File: src/rtl/tmsw_pkg.sv
// Package for the trimmed-mean sample window core.
// Field widths, parameter defaults and the shared ALU operation codes.
// No dependencies.
package tmsw_pkg;

    // Payload field widths
    localparam int SAMPLE_W     = 12;
    localparam int CHAN_IN_W    = 4;
    localparam int RES_CHAN_W   = 3;

    // Width of the trimmed mean (the mean fits a sample)
    localparam int QUO_W        = SAMPLE_W;

    // Default window size and channel count
    localparam int DEF_WINDOW   = 8;
    localparam int DEF_CHANNELS = 8;

    // Entries dropped from each window: one largest, one smallest
    localparam int TRIM_COUNT   = 2;

    // Shared adder operations
    typedef enum logic {
        ALU_ADD,
        ALU_SUB
    } alu_op_t;

endpackage

File: src/rtl/trimmed_mean_sample_window_core.sv
// Trimmed-mean moving average over per-channel windows of 12-bit samples. Each accepted
// sample is written into its channel's circular history (CHANNELS x WINDOW entries, one
// RAM), then the window is scanned one entry per cycle through a single shared adder that
// also trims the maximum and minimum; the division by WINDOW - 2 is one multiply by its
// scaled reciprocal. After a sample is accepted it is written, the window is scanned, the
// maximum and then the minimum are subtracted, the sum is multiplied by the reciprocal and
// the output register is loaded. s_ready stays low meanwhile and rises together with the
// result, so a new sample is only taken once the last result is in the output register. A
// finished result waits in an output register so the next sample can be taken while it is
// pending. Samples with a channel at or above CHANNELS are dropped with no result and the
// input stays open. After reset the history RAM is cleared one entry per cycle, all
// CHANNELS x WINDOW entries (64 by default), with s_ready low.
module trimmed_mean_sample_window_core
    import tmsw_pkg::*;
#(
    parameter int WINDOW   = DEF_WINDOW,
    parameter int CHANNELS = DEF_CHANNELS
) (
    input  logic                  aclk,
    input  logic                  aresetn,
    input  logic                  s_valid,
    output logic                  s_ready,
    input  logic [CHAN_IN_W-1:0]  s_channel,
    input  logic [SAMPLE_W-1:0]   s_sample,
    output logic                  m_valid,
    input  logic                  m_ready,
    output logic [RES_CHAN_W-1:0] m_result_channel,
    output logic [SAMPLE_W-1:0]   m_average
);

    localparam int DEPTH     = CHANNELS * WINDOW;
    localparam int AW        = $clog2(DEPTH);
    localparam int POS_W     = $clog2(WINDOW);
    localparam int IDX_W     = $clog2(WINDOW + 1);
    localparam int CHAN_W    = (CHANNELS > 1) ? $clog2(CHANNELS) : 1;
    localparam int SUM_W     = SAMPLE_W + $clog2(WINDOW);
    localparam int DIVISOR   = WINDOW - TRIM_COUNT;
    // Reciprocal scaled so that the product shifted right is the exact floor quotient
    localparam int DIV_SHIFT = SUM_W + $clog2(DIVISOR);
    localparam int RECIP_W   = SUM_W + 1;
    localparam int PROD_W    = SUM_W + RECIP_W;
    localparam longint RECIP = ((longint'(1) << DIV_SHIFT) + longint'(DIVISOR) - 1)
                               / longint'(DIVISOR);
    localparam logic [RECIP_W-1:0] RECIP_K = RECIP_W'(RECIP);

    typedef enum logic [2:0] {
        ST_CLEAR,
        ST_IDLE,
        ST_WRITE,
        ST_SCAN,
        ST_TRIM_HI,
        ST_TRIM_LO,
        ST_DIV,
        ST_DONE
    } state_t;

    state_t                state_reg, state_next;
    logic [AW-1:0]         clr_cnt_reg, clr_cnt_next;
    logic [CHAN_W-1:0]     chan_reg, chan_next;
    logic [RES_CHAN_W-1:0] res_chan_reg, res_chan_next;
    logic [SAMPLE_W-1:0]   sample_reg, sample_next;
    logic [IDX_W-1:0]      idx_reg, idx_next;
    logic                  rd_vld_reg, rd_vld_next;
    logic [SUM_W-1:0]      sum_reg, sum_next;
    logic [SAMPLE_W-1:0]   hi_reg, hi_next;
    logic [SAMPLE_W-1:0]   lo_reg, lo_next;
    logic [QUO_W-1:0]      quo_reg, quo_next;
    logic                  m_valid_reg, m_valid_next;
    logic [RES_CHAN_W-1:0] m_chan_reg, m_chan_next;
    logic [SAMPLE_W-1:0]   m_avg_reg, m_avg_next;

    logic [POS_W-1:0]      pos_reg [CHANNELS];
    logic [POS_W-1:0]      cur_pos;
    logic [POS_W-1:0]      pos_wrap;

    logic [SAMPLE_W-1:0]   hist_mem [DEPTH];
    logic [SAMPLE_W-1:0]   rd_data_reg;
    logic [AW-1:0]         base_addr;
    logic [AW-1:0]         wr_addr;
    logic [AW-1:0]         rd_addr;
    logic [SAMPLE_W-1:0]   wr_data;
    logic                  mem_we;

    alu_op_t               alu_op;
    logic [SUM_W-1:0]      alu_a;
    logic [SUM_W-1:0]      alu_b;
    logic [SUM_W-1:0]      alu_res;
    logic                  alu_carry;
    logic [PROD_W-1:0]     prod;
    logic                  in_range;
    logic                  out_free;

    // Shared arithmetic unit
    tmsw_alu #(
        .WIDTH (SUM_W)
    ) u_alu (
        .op    (alu_op),
        .a     (alu_a),
        .b     (alu_b),
        .res   (alu_res),
        .carry (alu_carry)
    );

    // Window addressing and write pointer wrap
    assign base_addr = AW'(chan_reg) * AW'(WINDOW);
    assign cur_pos   = pos_reg[chan_reg];
    assign pos_wrap  = (cur_pos == POS_W'(WINDOW - 1)) ? '0 : cur_pos + 1'b1;
    assign rd_addr   = base_addr + AW'(idx_reg[POS_W-1:0]);
    assign wr_addr   = (state_reg == ST_CLEAR) ? clr_cnt_reg : base_addr + AW'(cur_pos);
    assign wr_data   = (state_reg == ST_CLEAR) ? '0 : sample_reg;
    assign mem_we    = (state_reg == ST_CLEAR) || (state_reg == ST_WRITE);

    assign in_range  = {1'b0, s_channel} < (CHAN_IN_W + 1)'(CHANNELS);
    assign out_free  = !m_valid_reg || m_ready;

    // Divide the trimmed sum by multiplying with the scaled reciprocal
    assign prod      = PROD_W'(sum_reg) * PROD_W'(RECIP_K);

    assign s_ready          = (state_reg == ST_IDLE);
    assign m_valid          = m_valid_reg;
    assign m_result_channel = m_chan_reg;
    assign m_average        = m_avg_reg;

    // History RAM: one write port, one registered read port
    always_ff @(posedge aclk) begin
        if (mem_we) begin
            hist_mem[wr_addr] <= wr_data;
        end
    end

    always_ff @(posedge aclk) begin
        rd_data_reg <= hist_mem[rd_addr];
    end

    // Route operands to the shared adder
    always_comb begin
        alu_op = ALU_ADD;
        alu_a  = '0;
        alu_b  = '0;
        case (state_reg)
            ST_SCAN: begin
                alu_op = ALU_ADD;
                alu_a  = sum_reg;
                alu_b  = SUM_W'(rd_data_reg);
            end
            ST_TRIM_HI: begin
                alu_op = ALU_SUB;
                alu_a  = sum_reg;
                alu_b  = SUM_W'(hi_reg);
            end
            ST_TRIM_LO: begin
                alu_op = ALU_SUB;
                alu_a  = sum_reg;
                alu_b  = SUM_W'(lo_reg);
            end
            default: begin
                alu_op = ALU_ADD;
            end
        endcase
    end

    // Sequencer next-state logic
    always_comb begin
        state_next    = state_reg;
        clr_cnt_next  = clr_cnt_reg;
        chan_next     = chan_reg;
        res_chan_next = res_chan_reg;
        sample_next   = sample_reg;
        idx_next      = idx_reg;
        rd_vld_next   = 1'b0;
        sum_next      = sum_reg;
        hi_next       = hi_reg;
        lo_next       = lo_reg;
        quo_next      = quo_reg;
        m_valid_next  = m_valid_reg && !m_ready;
        m_chan_next   = m_chan_reg;
        m_avg_next    = m_avg_reg;

        case (state_reg)
            // Zero the history after reset
            ST_CLEAR: begin
                clr_cnt_next = clr_cnt_reg + 1'b1;
                if (clr_cnt_reg == AW'(DEPTH - 1)) begin
                    state_next = ST_IDLE;
                end
            end
            // Take a transfer; drop out-of-range channels
            ST_IDLE: begin
                if (s_valid) begin
                    chan_next     = s_channel[CHAN_W-1:0];
                    res_chan_next = s_channel[RES_CHAN_W-1:0];
                    sample_next   = s_sample;
                    if (in_range) begin
                        state_next = ST_WRITE;
                    end
                end
            end
            // Store the sample, advance the pointer, prime the scan
            ST_WRITE: begin
                idx_next   = '0;
                sum_next   = '0;
                hi_next    = '0;
                lo_next    = '1;
                state_next = ST_SCAN;
            end
            // Issue one read per cycle, fold in the data from the previous one
            ST_SCAN: begin
                if (idx_reg < IDX_W'(WINDOW)) begin
                    idx_next    = idx_reg + 1'b1;
                    rd_vld_next = 1'b1;
                end
                if (rd_vld_reg) begin
                    sum_next = alu_res;
                    if (rd_data_reg > hi_reg) begin
                        hi_next = rd_data_reg;
                    end
                    if (rd_data_reg < lo_reg) begin
                        lo_next = rd_data_reg;
                    end
                    if (idx_reg == IDX_W'(WINDOW)) begin
                        state_next = ST_TRIM_HI;
                    end
                end
            end
            ST_TRIM_HI: begin
                sum_next   = alu_res;
                state_next = ST_TRIM_LO;
            end
            // Remove the minimum
            ST_TRIM_LO: begin
                sum_next   = alu_res;
                state_next = ST_DIV;
            end
            // Keep the upper product bits as the quotient
            ST_DIV: begin
                quo_next   = QUO_W'(prod >> DIV_SHIFT);
                state_next = ST_DONE;
            end
            // Hold until the output register is free
            ST_DONE: begin
                if (out_free) begin
                    m_valid_next = 1'b1;
                    m_chan_next  = res_chan_reg;
                    m_avg_next   = quo_reg;
                    state_next   = ST_IDLE;
                end
            end
            default: begin
                state_next = ST_IDLE;
            end
        endcase
    end

    // State, control and registered outputs
    always_ff @(posedge aclk) begin
        if (!aresetn) begin
            state_reg   <= ST_CLEAR;
            clr_cnt_reg <= '0;
            idx_reg     <= '0;
            rd_vld_reg  <= 1'b0;
            m_valid_reg <= 1'b0;
            for (int i = 0; i < CHANNELS; i++) begin
                pos_reg[i] <= '0;
            end
        end else begin
            state_reg   <= state_next;
            clr_cnt_reg <= clr_cnt_next;
            idx_reg     <= idx_next;
            rd_vld_reg  <= rd_vld_next;
            m_valid_reg <= m_valid_next;
            if (state_reg == ST_WRITE) begin
                pos_reg[chan_reg] <= pos_wrap;
            end
        end
        chan_reg     <= chan_next;
        res_chan_reg <= res_chan_next;
        sample_reg   <= sample_next;
        sum_reg      <= sum_next;
        hi_reg       <= hi_next;
        lo_reg       <= lo_next;
        quo_reg      <= quo_next;
        m_chan_reg   <= m_chan_next;
        m_avg_reg    <= m_avg_next;
    end

endmodule

File: src/rtl/tmsw_alu.sv
// Shared adder/subtractor used for window accumulation and trimming.
// Depends on tmsw_pkg for the operation codes.
module tmsw_alu
    import tmsw_pkg::*;
#(
    parameter int WIDTH = 16
) (
    input  alu_op_t          op,
    input  logic [WIDTH-1:0] a,
    input  logic [WIDTH-1:0] b,
    output logic [WIDTH-1:0] res,
    output logic             carry
);

    logic [WIDTH-1:0] b_eff;
    logic             cin;

    // Subtract as a + ~b + 1; carry out high means no borrow
    always_comb begin
        case (op)
            ALU_ADD: begin
                b_eff = b;
                cin   = 1'b0;
            end
            ALU_SUB: begin
                b_eff = ~b;
                cin   = 1'b1;
            end
            default: begin
                b_eff = b;
                cin   = 1'b0;
            end
        endcase
    end

    assign {carry, res} = {1'b0, a} + {1'b0, b_eff} + {{WIDTH{1'b0}}, cin};

endmodule

File: config.mk
export PLATFORM = sky130hd
export DESIGN_NAME = trimmed_mean_sample_window_core
export DESIGN_NICKNAME = d
export VERILOG_FILES = /design/src/rtl/tmsw_pkg.sv /design/src/rtl/trimmed_mean_sample_window_core.sv /design/src/rtl/tmsw_alu.sv
export SDC_FILE = /design/constraint.sdc
export NUM_CORES = 1
export LEC_CHECK = 0
export BUFFER_PORTS_ARGS = -buffer_cell sky130_fd_sc_hd__buf_2
export CAP_MARGIN = 20
export CORE_MARGIN = 5
export CORE_UTILIZATION = 57
export CTS_CLUSTER_DIAMETER = 100
export DETAILED_ROUTE_END_ITERATION = 12
export GPL_ROUTABILITY_DRIVEN = 0
export PLACE_DENSITY = 0.79
export SETUP_SLACK_MARGIN = 0.15
export SLEW_MARGIN = 40
export SYNTH_ARGS = -nofsm -noshare
export SYNTH_HDL_FRONTEND = slang
export SYNTH_SLANG_ARGS = --single-unit
File: constraint.sdc
create_clock -name aclk -period 5 [get_ports aclk]
set_clock_uncertainty 0.15 [all_clocks]
set_input_delay 0.75 -clock aclk [delete_from_list [all_inputs] [get_ports aclk]]
set_output_delay 0.75 -clock aclk [all_outputs]
set_load 0.03 [all_outputs]
# Yosys cells after proc, flatten, opt, wreduce, memory -nomap -nowiden
# Memory sizes are Yosys's and may differ from the RTL's. A register that Yosys moved wholly into a read port is not among the register bits.
# Index checks and enable logic that the tools add are counted.
# totals
mem_bits_ro,0
elab_cells,105
output_inout_bits,17
reg_bits,96
latchBits,0
mem_bits_rw,792
mem_count,2
# mem_list
memory,depth,word_bits,rd,rd_clocked_by_memory_dff,write_ports,line_no,rtl
hist_mem,64,12,1,1,1,trimmed_mean_sample_window_core.sv:76,logic [SAMPLE_W-1:0] hist_mem [DEPTH];
pos_reg,8,3,1,1,8,trimmed_mean_sample_window_core.sv:72,logic [POS_W-1:0] pos_reg [CHANNELS];
# classes
bitwise,2
order_cmp,4
mul,1
add_sub_neg,7
div,0
shifts,0
mux,38
n_eq_ne,19
n_reduce_logical,19
# op_table
cell,count
$mux W12,5
$pmux W12 S2,2
$pmux W15 S3,1
$pmux W12 S3,1
$mul A15 B16 Y30 const B,1
$mux W15,2
$mux W3,10
$pmux W15 S2,1
$pmux W3 S8,1
$add A15 B1 Y15,1
$add A15 B15 Y15,1
$eq A3 B3 Y1 const B,5
$not A12 Y15,1
$ne A2 B2 Y1 const B,7
$add A6 B3 Y6,2
$gt A12 B12 Y1,1
$lt A12 B12 Y1,1
$mux W1,11
$reduce_and A2 Y1,5
$lt A4 B4 Y1 const B,2
$pmux W4 S2,1
$add A6 B1 Y6 const B,1
$eq A3 B2 Y1 const B,2
$eq A6 B6 Y1 const B,1
19 further kinds,24

# Logic depth before layout (Yosys ltp)
# Gate-level depths: netlist (run 1).
# depth
ltp_word,9
ltp_mapped,19
mapped_depth_nobuf,18

# Modules after synthesis
# From an unflattened synthesis (run 1), not the netlist that was laid out.
# hier_totals
hier_cells,2231
area_unflattened_um2,40047.2
# modules_own_cells
mod,cells_each,area_per_inst_um2,seq_area_each_um2,n_inst
trimmed_mean_sample_window_core,2113,39118.8,26815.7,1
tmsw_alu,118,928.4,0.0,1

# Least setup slack after synthesis (run 1)
# OpenSTA, ideal clock, no wires.
# synth_path
path_kind,register -> register
from,register sum_reg[2]
to,register quo_reg[10] (data pin)
setup_slack_ps,-354
arrival_ps,5053
t_required_ps,4698
n_path_buf,0
stages_incl_launch_ff,19
cell_sequence,edfxtp_1 -> ha_1 -> inv_1 -> fa_1 -> fa_1 -> inv_1 -> fa_1 -> inv_1 -> fa_1 -> inv_1 -> fa_1 -> ha_1 -> nand3_1 -> or2_2 -> nand3b_1 -> a21oi_1 -> o21ai_0 -> a211o_1 -> a31oi_1
# synth_via
elab_chain_len,1
# synth_rtl
element,line_no,rtl
"start, declared",trimmed_mean_sample_window_core.sv:64,"logic [SUM_W-1:0] sum_reg, sum_next;"
"start signal, assigned",trimmed_mean_sample_window_core.sv:278,sum_reg <= sum_next;
$mul A15 B16 Y30,trimmed_mean_sample_window_core.sv:117,assign prod = PROD_W'(sum_reg) * PROD_W'(RECIP_K);
via prod[28],trimmed_mean_sample_window_core.sv:89,logic [PROD_W-1:0] prod;
"end signal, assigned",trimmed_mean_sample_window_core.sv:281,quo_reg <= quo_next;
"end, declared",trimmed_mean_sample_window_core.sv:67,"logic [QUO_W-1:0] quo_reg, quo_next;"
# The timed path passes the listed nets, and every way through them passes these cells.
# A chain may end at the register's enable or synchronous reset.

# Worst setup path in the final report (run 1)
# layout_path
from,register sum_reg[0]
to,register quo_reg[11] (data pin)
# The elaborated chain is that of the path after synthesis.

==> flow_summary_export.csv, run 1 <==
group,metric,value,unit
critical_path,crit_slowest_cell,"fa_1",
clock_network,clockBufferDepth,3,
timing,rsz0062_at_grt,"yes",
power_and_ir_drop,powerDensity,330.1,nW/µm²
power_and_ir_drop,clkPwrFrac,0.441,
place,post-dp-hpwl,56810,µm
critical_path,path_cells,"ha_4 > inv_2 > fa_2 > fa_1 > inv_1 > fa_1 > inv_1 > fa_1 > inv_1 > fa_1 > ha_4 > nand3_2 > or2_4 > nand3b_1 > a21oi_4 > o211ai_1 > nand2_1 > o211ai_1",
grt,grt_max_degree,65,
power_and_ir_drop,netSwitchingPower,2.917,mW
clock_network,clk_pin_slew,0.06,ns
drt,routed_via_density,6.268,
floorplanning,die-area,75050,µm²
critical_path,crit_type,"flop to flop",
grt,gr-total-overflow,0,
floorplanning,die_y,273.9,µm
critical_path,cp-end-kind,"flop",
timing,slew_headroom,0.4309,
drt,first_iter_violations,2734,
floorplanning,die_w,273.9,µm
critical_path,reg2reg_depth,18,
timing,final.min_clock_period,5.302,ns
grt,first_global_vias,22190,
place,pre_cts_ws,-0.2693,ns
timing,worstMarginPinSlew,0.8537,ns
timing,clock.fmax,188.6,MHz
finish,largest_reg_flops,768,
critical_path,cp.depth,18,
critical_path,endpoint,"quo_reg[11]",
yosys,yosys-mux-area-fraction,0.1450,
power_and_ir_drop,ir_drop,374.2,µV
yosys,synth-adder-area-share,0.07430,
power_and_ir_drop,total_power,14.95,mW
drt,routedWlPerCell,27.09,µm
power_and_ir_drop,p_leak,16.65,nW
critical_path,crit_arrival,5.53,ns
run_status,violations,"setup timing",
yosys,ys_types,57,
clock_network,clockRootBuffer,"clkbuf_16",
timing,slew_viol_final,0,
place,port_buffers,36,
clock_network,cts_buffers,89,
critical_path,critPathLaunchType,"flop",
critical_path,required,5.23,ns
yosys,synth-async-reset-ratio,0,
yosys,synth.cell_area,39710,µm²
floorplanning,io-pin-count,37,
critical_path,cp_top_family,"adder cells",
timing,fin_crit_sh,1.060,
hold_path,hold_depth,1,
critical_path,crit_fanout,4,
yosys,synthCells,2199,
yosys,yosysTopAreaCell,"edfxtp_1",
critical_path,r2r-end,"quo_reg[11]",
critical_path,path_buf_inv,4,
clock_network,cts_tree,"yes",
timing,fin_ws,-0.3018,ns
drt,routed_wl,92640,µm
finish,final_nets,2637,
drt,remaining_drc_errors,0,
yosys,yosys_warnings,0,
critical_path,worst-r2r-setup-slack,-0.30,ns
timing,finalHoldViolCount,0,
finish,n_antenna_cell,0,
floorplanning,initial_utilization,0.5770,
yosys,synth_nets,2420,
drt,vias,21436,
timing,setup_viol,9,
place,placed_area,42120,µm²
yosys,synth_xor_xnor_area_share,0.008822,
critical_path,critPathMaxStageDelay,0.49,ns
drt,drt_pass1_iterations,6,
grt,grt_use_total,0.2488,
finish,post-route-util,0.6580,
yosys,synth_seq_cells,903,
run,drv_cap,0,
yosys,synth_edf_count,873,
yosys,synthTopCellsByArea,"edfxtp_1 (66%), mux4_2 (13%), ha_1 (4.5%)",
floorplanning,rows,96,
yosys,synth_compound_area_frac,0.03078,
drt,route.antenna.remaining_nets,0,
critical_path,cp_common_cell,"fa_1",
yosys,synth.top_cell.area_share,0.6602,
critical_path,rr_startpoint,"sum_reg[0]",
clock_network,clock_latency,0.64,ns
timing,fin_setup_tns,-1.613,ns
yosys,synth-simple-area-share,0.04455,
yosys,ys_seq_area_frac,0.6753,
power_and_ir_drop,p_int,12.03,mW
power_and_ir_drop,p_comb_frac,0.009,
yosys,synthFlopType,"edfxtp_1",
clock_network,clock-sinks,903,
hold_path,hold_class,"input port to flop",
yosys,avgSynthCellArea,18.06,µm²
power_and_ir_drop,power_frac_seq,0.551,
grt,antenna_found_initial,2,
yosys,synth_top_family_by_area,"multiplexers",
grt,grt_pass1_wl,138500,µm
clock_network,htree_levels,3,
power_and_ir_drop,switching_share,0.1952,
finish,fin_area,45290,µm²
run_status,outcome,"finished, violations left",
finish,drive_above_1_share,0.2531,
floorplanning,core,68830,µm²
finish,area_delta_synth_final,14.04,%
critical_path,cp-startpoint,"sum_reg[0]",
## layout make-up
type,instances,area [µm²]
clock buffers,116,2401
clock inverters,48,499.2
fillers,4349,23540
inverters,112,420.4
multi-input cells,1091,12330
flip-flops and latches,903,26830
well taps,931,1165
repair buffers,219,1644
## routing by layer
| metal | up-vias | routed length (µm) | GRT usage | part of all wire |
|---|---|---|---|---|
| met2 | 1183 | 44850 | 0.3997 | 0.48 |
| met4 | 0 | 3386 | 0.08244 | 0.037 |
| met1 | 10975 | 34600 | 0.3414 | 0.37 |
| li1 | 9070 | - | - | - |
| met5 | - | 0 | 0 | 0 |
| met3 | 208 | 9810 | 0.06090 | 0.11 |
## power by group through the flow
stage	combinational (mW)	sequential (mW)	clock [mW]
floorplan	0.0682	8.38	0
global placement	0.119	8.39	0
detailed placement	0.123	8.39	0
CTS	0.125	8.23	6.67
global route	0.132	8.23	7.03
finish	0.129	8.23	6.59
## how the worst min path moves through the flow
stage | from | endpoint | slack, ns
floorplan | quo_reg[0] | m_average[0] | 0.25
global placement | quo_reg[7] | m_average[7] | 0.26
detailed placement | quo_reg[7] | m_average[7] | 0.26
CTS | s_sample[8] | sample_reg[8] | 0.10
global route | s_sample[0] | sample_reg[0] | 0.12
finish | s_sample[8] | sample_reg[8] | 0.13
## cells in the final DEF, fill, tap and decap left out, drive strengths merged, types with 5 or more instances in the layout
cell type | synthesis | layout
nand4 | 11 | 11
clkbuf | 41 | 116
dfxtp | 30 | 30
or3 | 8 | 8
nand3 | 16 | 16
and2 | 49 | 49
nand3b | 7 | 7
o21ai | 40 | 40
nand2 | 74 | 74
nand2b | 23 | 23
o22ai | 14 | 14
xnor2 | 22 | 22
and3 | 5 | 5
fa | 58 | 58
mux2 | 9 | 9
a21boi | 5 | 5
nor2b | 25 | 25
a211oi | 10 | 10
inv | 112 | 112
edfxtp | 873 | 873
mux2i | 68 | 68
mux4 | 221 | 221
xor2 | 18 | 18
a21o | 36 | 36
nor2 | 115 | 115
clkinv | 0 | 37
bufinv | 0 | 7
nor3 | 18 | 18
ha | 143 | 143
a21oi | 42 | 42
o211ai | 6 | 6
o21a | 8 | 8
buf | 52 | 219
a31oi | 7 | 7
## per-stage QoR
step | hold slack, ns | cells
after floorplan | 0.2503 | 2199
after global placement | 0.2592 | 3245
after detailed placement | 0.2552 | 3246
after CTS | 0.1019 | 3414
after global routing | 0.1151 | 3420
final | 0.1298 | 3420
## cells by family after synthesis
group | after synthesis
buffers and inverters | 205
xor gates and xnor gates | 40
adders and majority gates | 201
AOI/OAI and AO/OA | 190
and+or+nand+nor | 362
muxes | 298
DFF | 903
## Yosys cell counts (all sizes together), types with 4 or more instances
master,n
ha,143
nor3,18
mux2,9
o211ai,6
edfxtp,873
nand2b,23
inv,112
a21oi,42
a21o,36
mux2i,68
a211oi,10
nand3,16
nand3b,7
o21a,8
buf,52
a31oi,7
mux4,221
a21boi,5
and2,49
fa,58
nor2b,25
clkbuf,41
xnor2,22
nand4,11
or3,8
and3,5
xor2,18
nand2,74
dfxtp,30
or2,4
o31ai,4
o22ai,14
o21ai,40
nor2,115
## repair_timing
item                                    in CTS  in global routing
endpoints found under the setup margin      12                 12
pin swaps                                    9                 13
setup buffers                                4                  6
hold endpoints to repair                     0                  0
hold buffers                                 0                  0
resized for setup                            9                 26
Note: power is estimated with default switching activity, not from simulation.
==> run 2, diff against run 1 <==
MAX_ROUTING_LAYER = met4   (was default)
==> run 2 against run 1 <==
The run still ends with setup timing left. First-iteration DRC count is 5.4% lower. Die area stayed put. Via count is 0.14% lower. Sequential power hardly changed. Clock-buffer cell count stayed put. Final area hardly changed. Sequential share of layout area hardly changed. Cell count hardly changed. Flip-flop and latch count stayed put. Maximum frequency hardly changed. Largest cell class unchanged.
==> flow_summary_export.csv, run 2 (synthesized netlist as in run 1, its figures left out) <==
group,metric,value,unit
run_status,outcome,"finished, violations left",
run_status,violations,"setup timing",
finish,drive_above_1_share,0.2531,
grt,grt_use_total,0.2564,
clock_network,clock_latency,0.65,ns
hold_path,hold_class,"input port to flop",
drt,drt_pass1_iterations,6,
critical_path,cp-end-kind,"flop",
timing,slew_viol_final,0,
critical_path,crit_type,"flop to flop",
clock_network,clockRootBuffer,"clkbuf_16",
grt,grt_max_degree,65,
finish,final_cell_mix,"edfxtp_1 (873), mux4_2 (221), buf_4 (173), ha_1 (134), nor2_1 (113)",
drt,routed_wl,92590,µm
timing,fin_crit_sh,1.059,
grt,grt_pass1_wl,138600,µm
critical_path,critPathLaunchType,"flop",
clock_network,clockBufferDepth,3,
place,pre_cts_ws,-0.2693,ns
timing,worstMarginPinSlew,0.8486,ns
grt,first_global_vias,22149,
power_and_ir_drop,p_leak,16.65,nW
timing,fin_ws,-0.2967,ns
grt,gr-total-overflow,0,
drt,route.antenna.remaining_nets,0,
floorplanning,die-area,75050,µm²
timing,finalHoldViolCount,0,
drt,vias,21405,
floorplanning,rows,96,
place,post-dp-hpwl,56810,µm
run,drv_cap,0,
clock_network,cts_buffers,89,
timing,setup_viol,7,
drt,remaining_drc_errors,0,
timing,slew_headroom,0.4342,
floorplanning,io-pin-count,37,
critical_path,crit_fanout,4,
drt,first_iter_violations,2586,
place,port_buffers,36,
clock_network,cts_tree,"yes",
finish,area_delta_synth_final,14.05,%
critical_path,crit_arrival,5.63,ns
floorplanning,die_y,273.9,µm
grt,antenna_found_initial,2,
drt,routedWlPerCell,27.07,µm
timing,rsz0062_at_grt,"yes",
clock_network,clock-sinks,903,
drt,routed_via_density,6.257,
finish,final_nets,2637,
power_and_ir_drop,powerDensity,330.1,nW/µm²
floorplanning,initial_utilization,0.5770,
finish,final_common_cell,"edfxtp_1",
clock_network,clk_pin_slew,0.06,ns
timing,clock.fmax,188.8,MHz
timing,final.min_clock_period,5.297,ns
finish,largest_reg_flops,768,
place,dp.cells,3246,
floorplanning,die_w,273.9,µm
floorplanning,core,68830,µm²
clock_network,htree_levels,3,
power_and_ir_drop,total_power,14.95,mW
power_and_ir_drop,ir_drop,373.5,µV
finish,final_cells,3421,
critical_path,required,5.33,ns
## run 2: changes by cell type in the layout (fill, tap and decap cells not counted)
cell     previous run  this run
diode_2             0         1
## run 2: repair_timing
| action | CTS | global route |
|---|---|---|
| pin swaps | 9 | 13 |
| resized for setup | 9 | 26 |
| endpoints found under the setup margin | 12 | 12 |
| buffers inserted | 4 | 6 |
| hold buffers | 0 | 0 |
## run 2: metrics by stage
| step | hold slack (ns) | util | area, µm² | setup TNS, ns |
|---|---|---|---|---|
| 2_1_floorplan | 0.2503 | - | 39790 | 0 |
| 3_3_place_gp | 0.2592 | 0.6116 | 42090 | -0.8108 |
| 3_5_place_dp | 0.2552 | 0.6120 | 42120 | -1.881 |
| 4_1_cts | 0.1019 | 0.6552 | 45100 | -1.146 |
| 5_1_grt | 0.1153 | 0.6580 | 45290 | -3.289 |
| 6_report | 0.1291 | 0.6580 | 45290 | -1.533 |
## run 2: where the power goes
group          internal, mW  leakage, nW  total [mW]  switching [mW]
clock                  3.77         1.40        6.59            2.82
combinational        0.0452         6.19       0.128          0.0827
sequential             8.22         9.06        8.23          0.0143
## run 2: critical path, cell delays in order, from the launching register on
cell and delay [ns]:
edfxtp_1 0.43, ha_4 0.30, inv_2 0.03, fa_2 0.35, fa_1 0.49, inv_1 0.05, fa_1 0.48, inv_1 0.05
fa_1 0.47, inv_1 0.05, fa_1 0.49, ha_4 0.30, nand3_2 0.07, or2_4 0.23, nand3b_1 0.23, a21oi_4 0.28
o211ai_1 0.23, a211o_1 0.32, o211ai_1 0.11
## run 2: final cells by class
cell class,instances,area (µm²)
multi-input cells,1091,12330
clock inverters,48,499.2
diodes,1,2.502
inverters,112,420.4
clock buffers,116,2401
flip-flops and latches,903,26830
repair buffers,219,1644
fillers,4348,23540
well taps,931,1165
## run 2: metal layers
| layer | vias up | global-route usage | part of all wire |
|---|---|---|---|
| met5 | - | - | 0 |
| met4 | 0 | 0.08257 | 0.034 |
| met3 | 195 | 0.06125 | 0.11 |
| met2 | 1170 | 0.3995 | 0.48 |
| met1 | 10971 | 0.3416 | 0.38 |
| li1 | 9069 | - | - |
## run 2: path summary, 6_finish.rpt
check | startpoint | end | slack, ns | cells past startpoint
worst max register to register | sum_reg[2] | quo_reg[11] | -0.30 | 18
worst min register to register | quo_reg[10] | m_average[10] | 0.27 | 0
worst max-delay path | sum_reg[2] | quo_reg[11] | -0.30 | 18
worst min-delay path | s_sample[8] | sample_reg[8] | 0.13 | 1
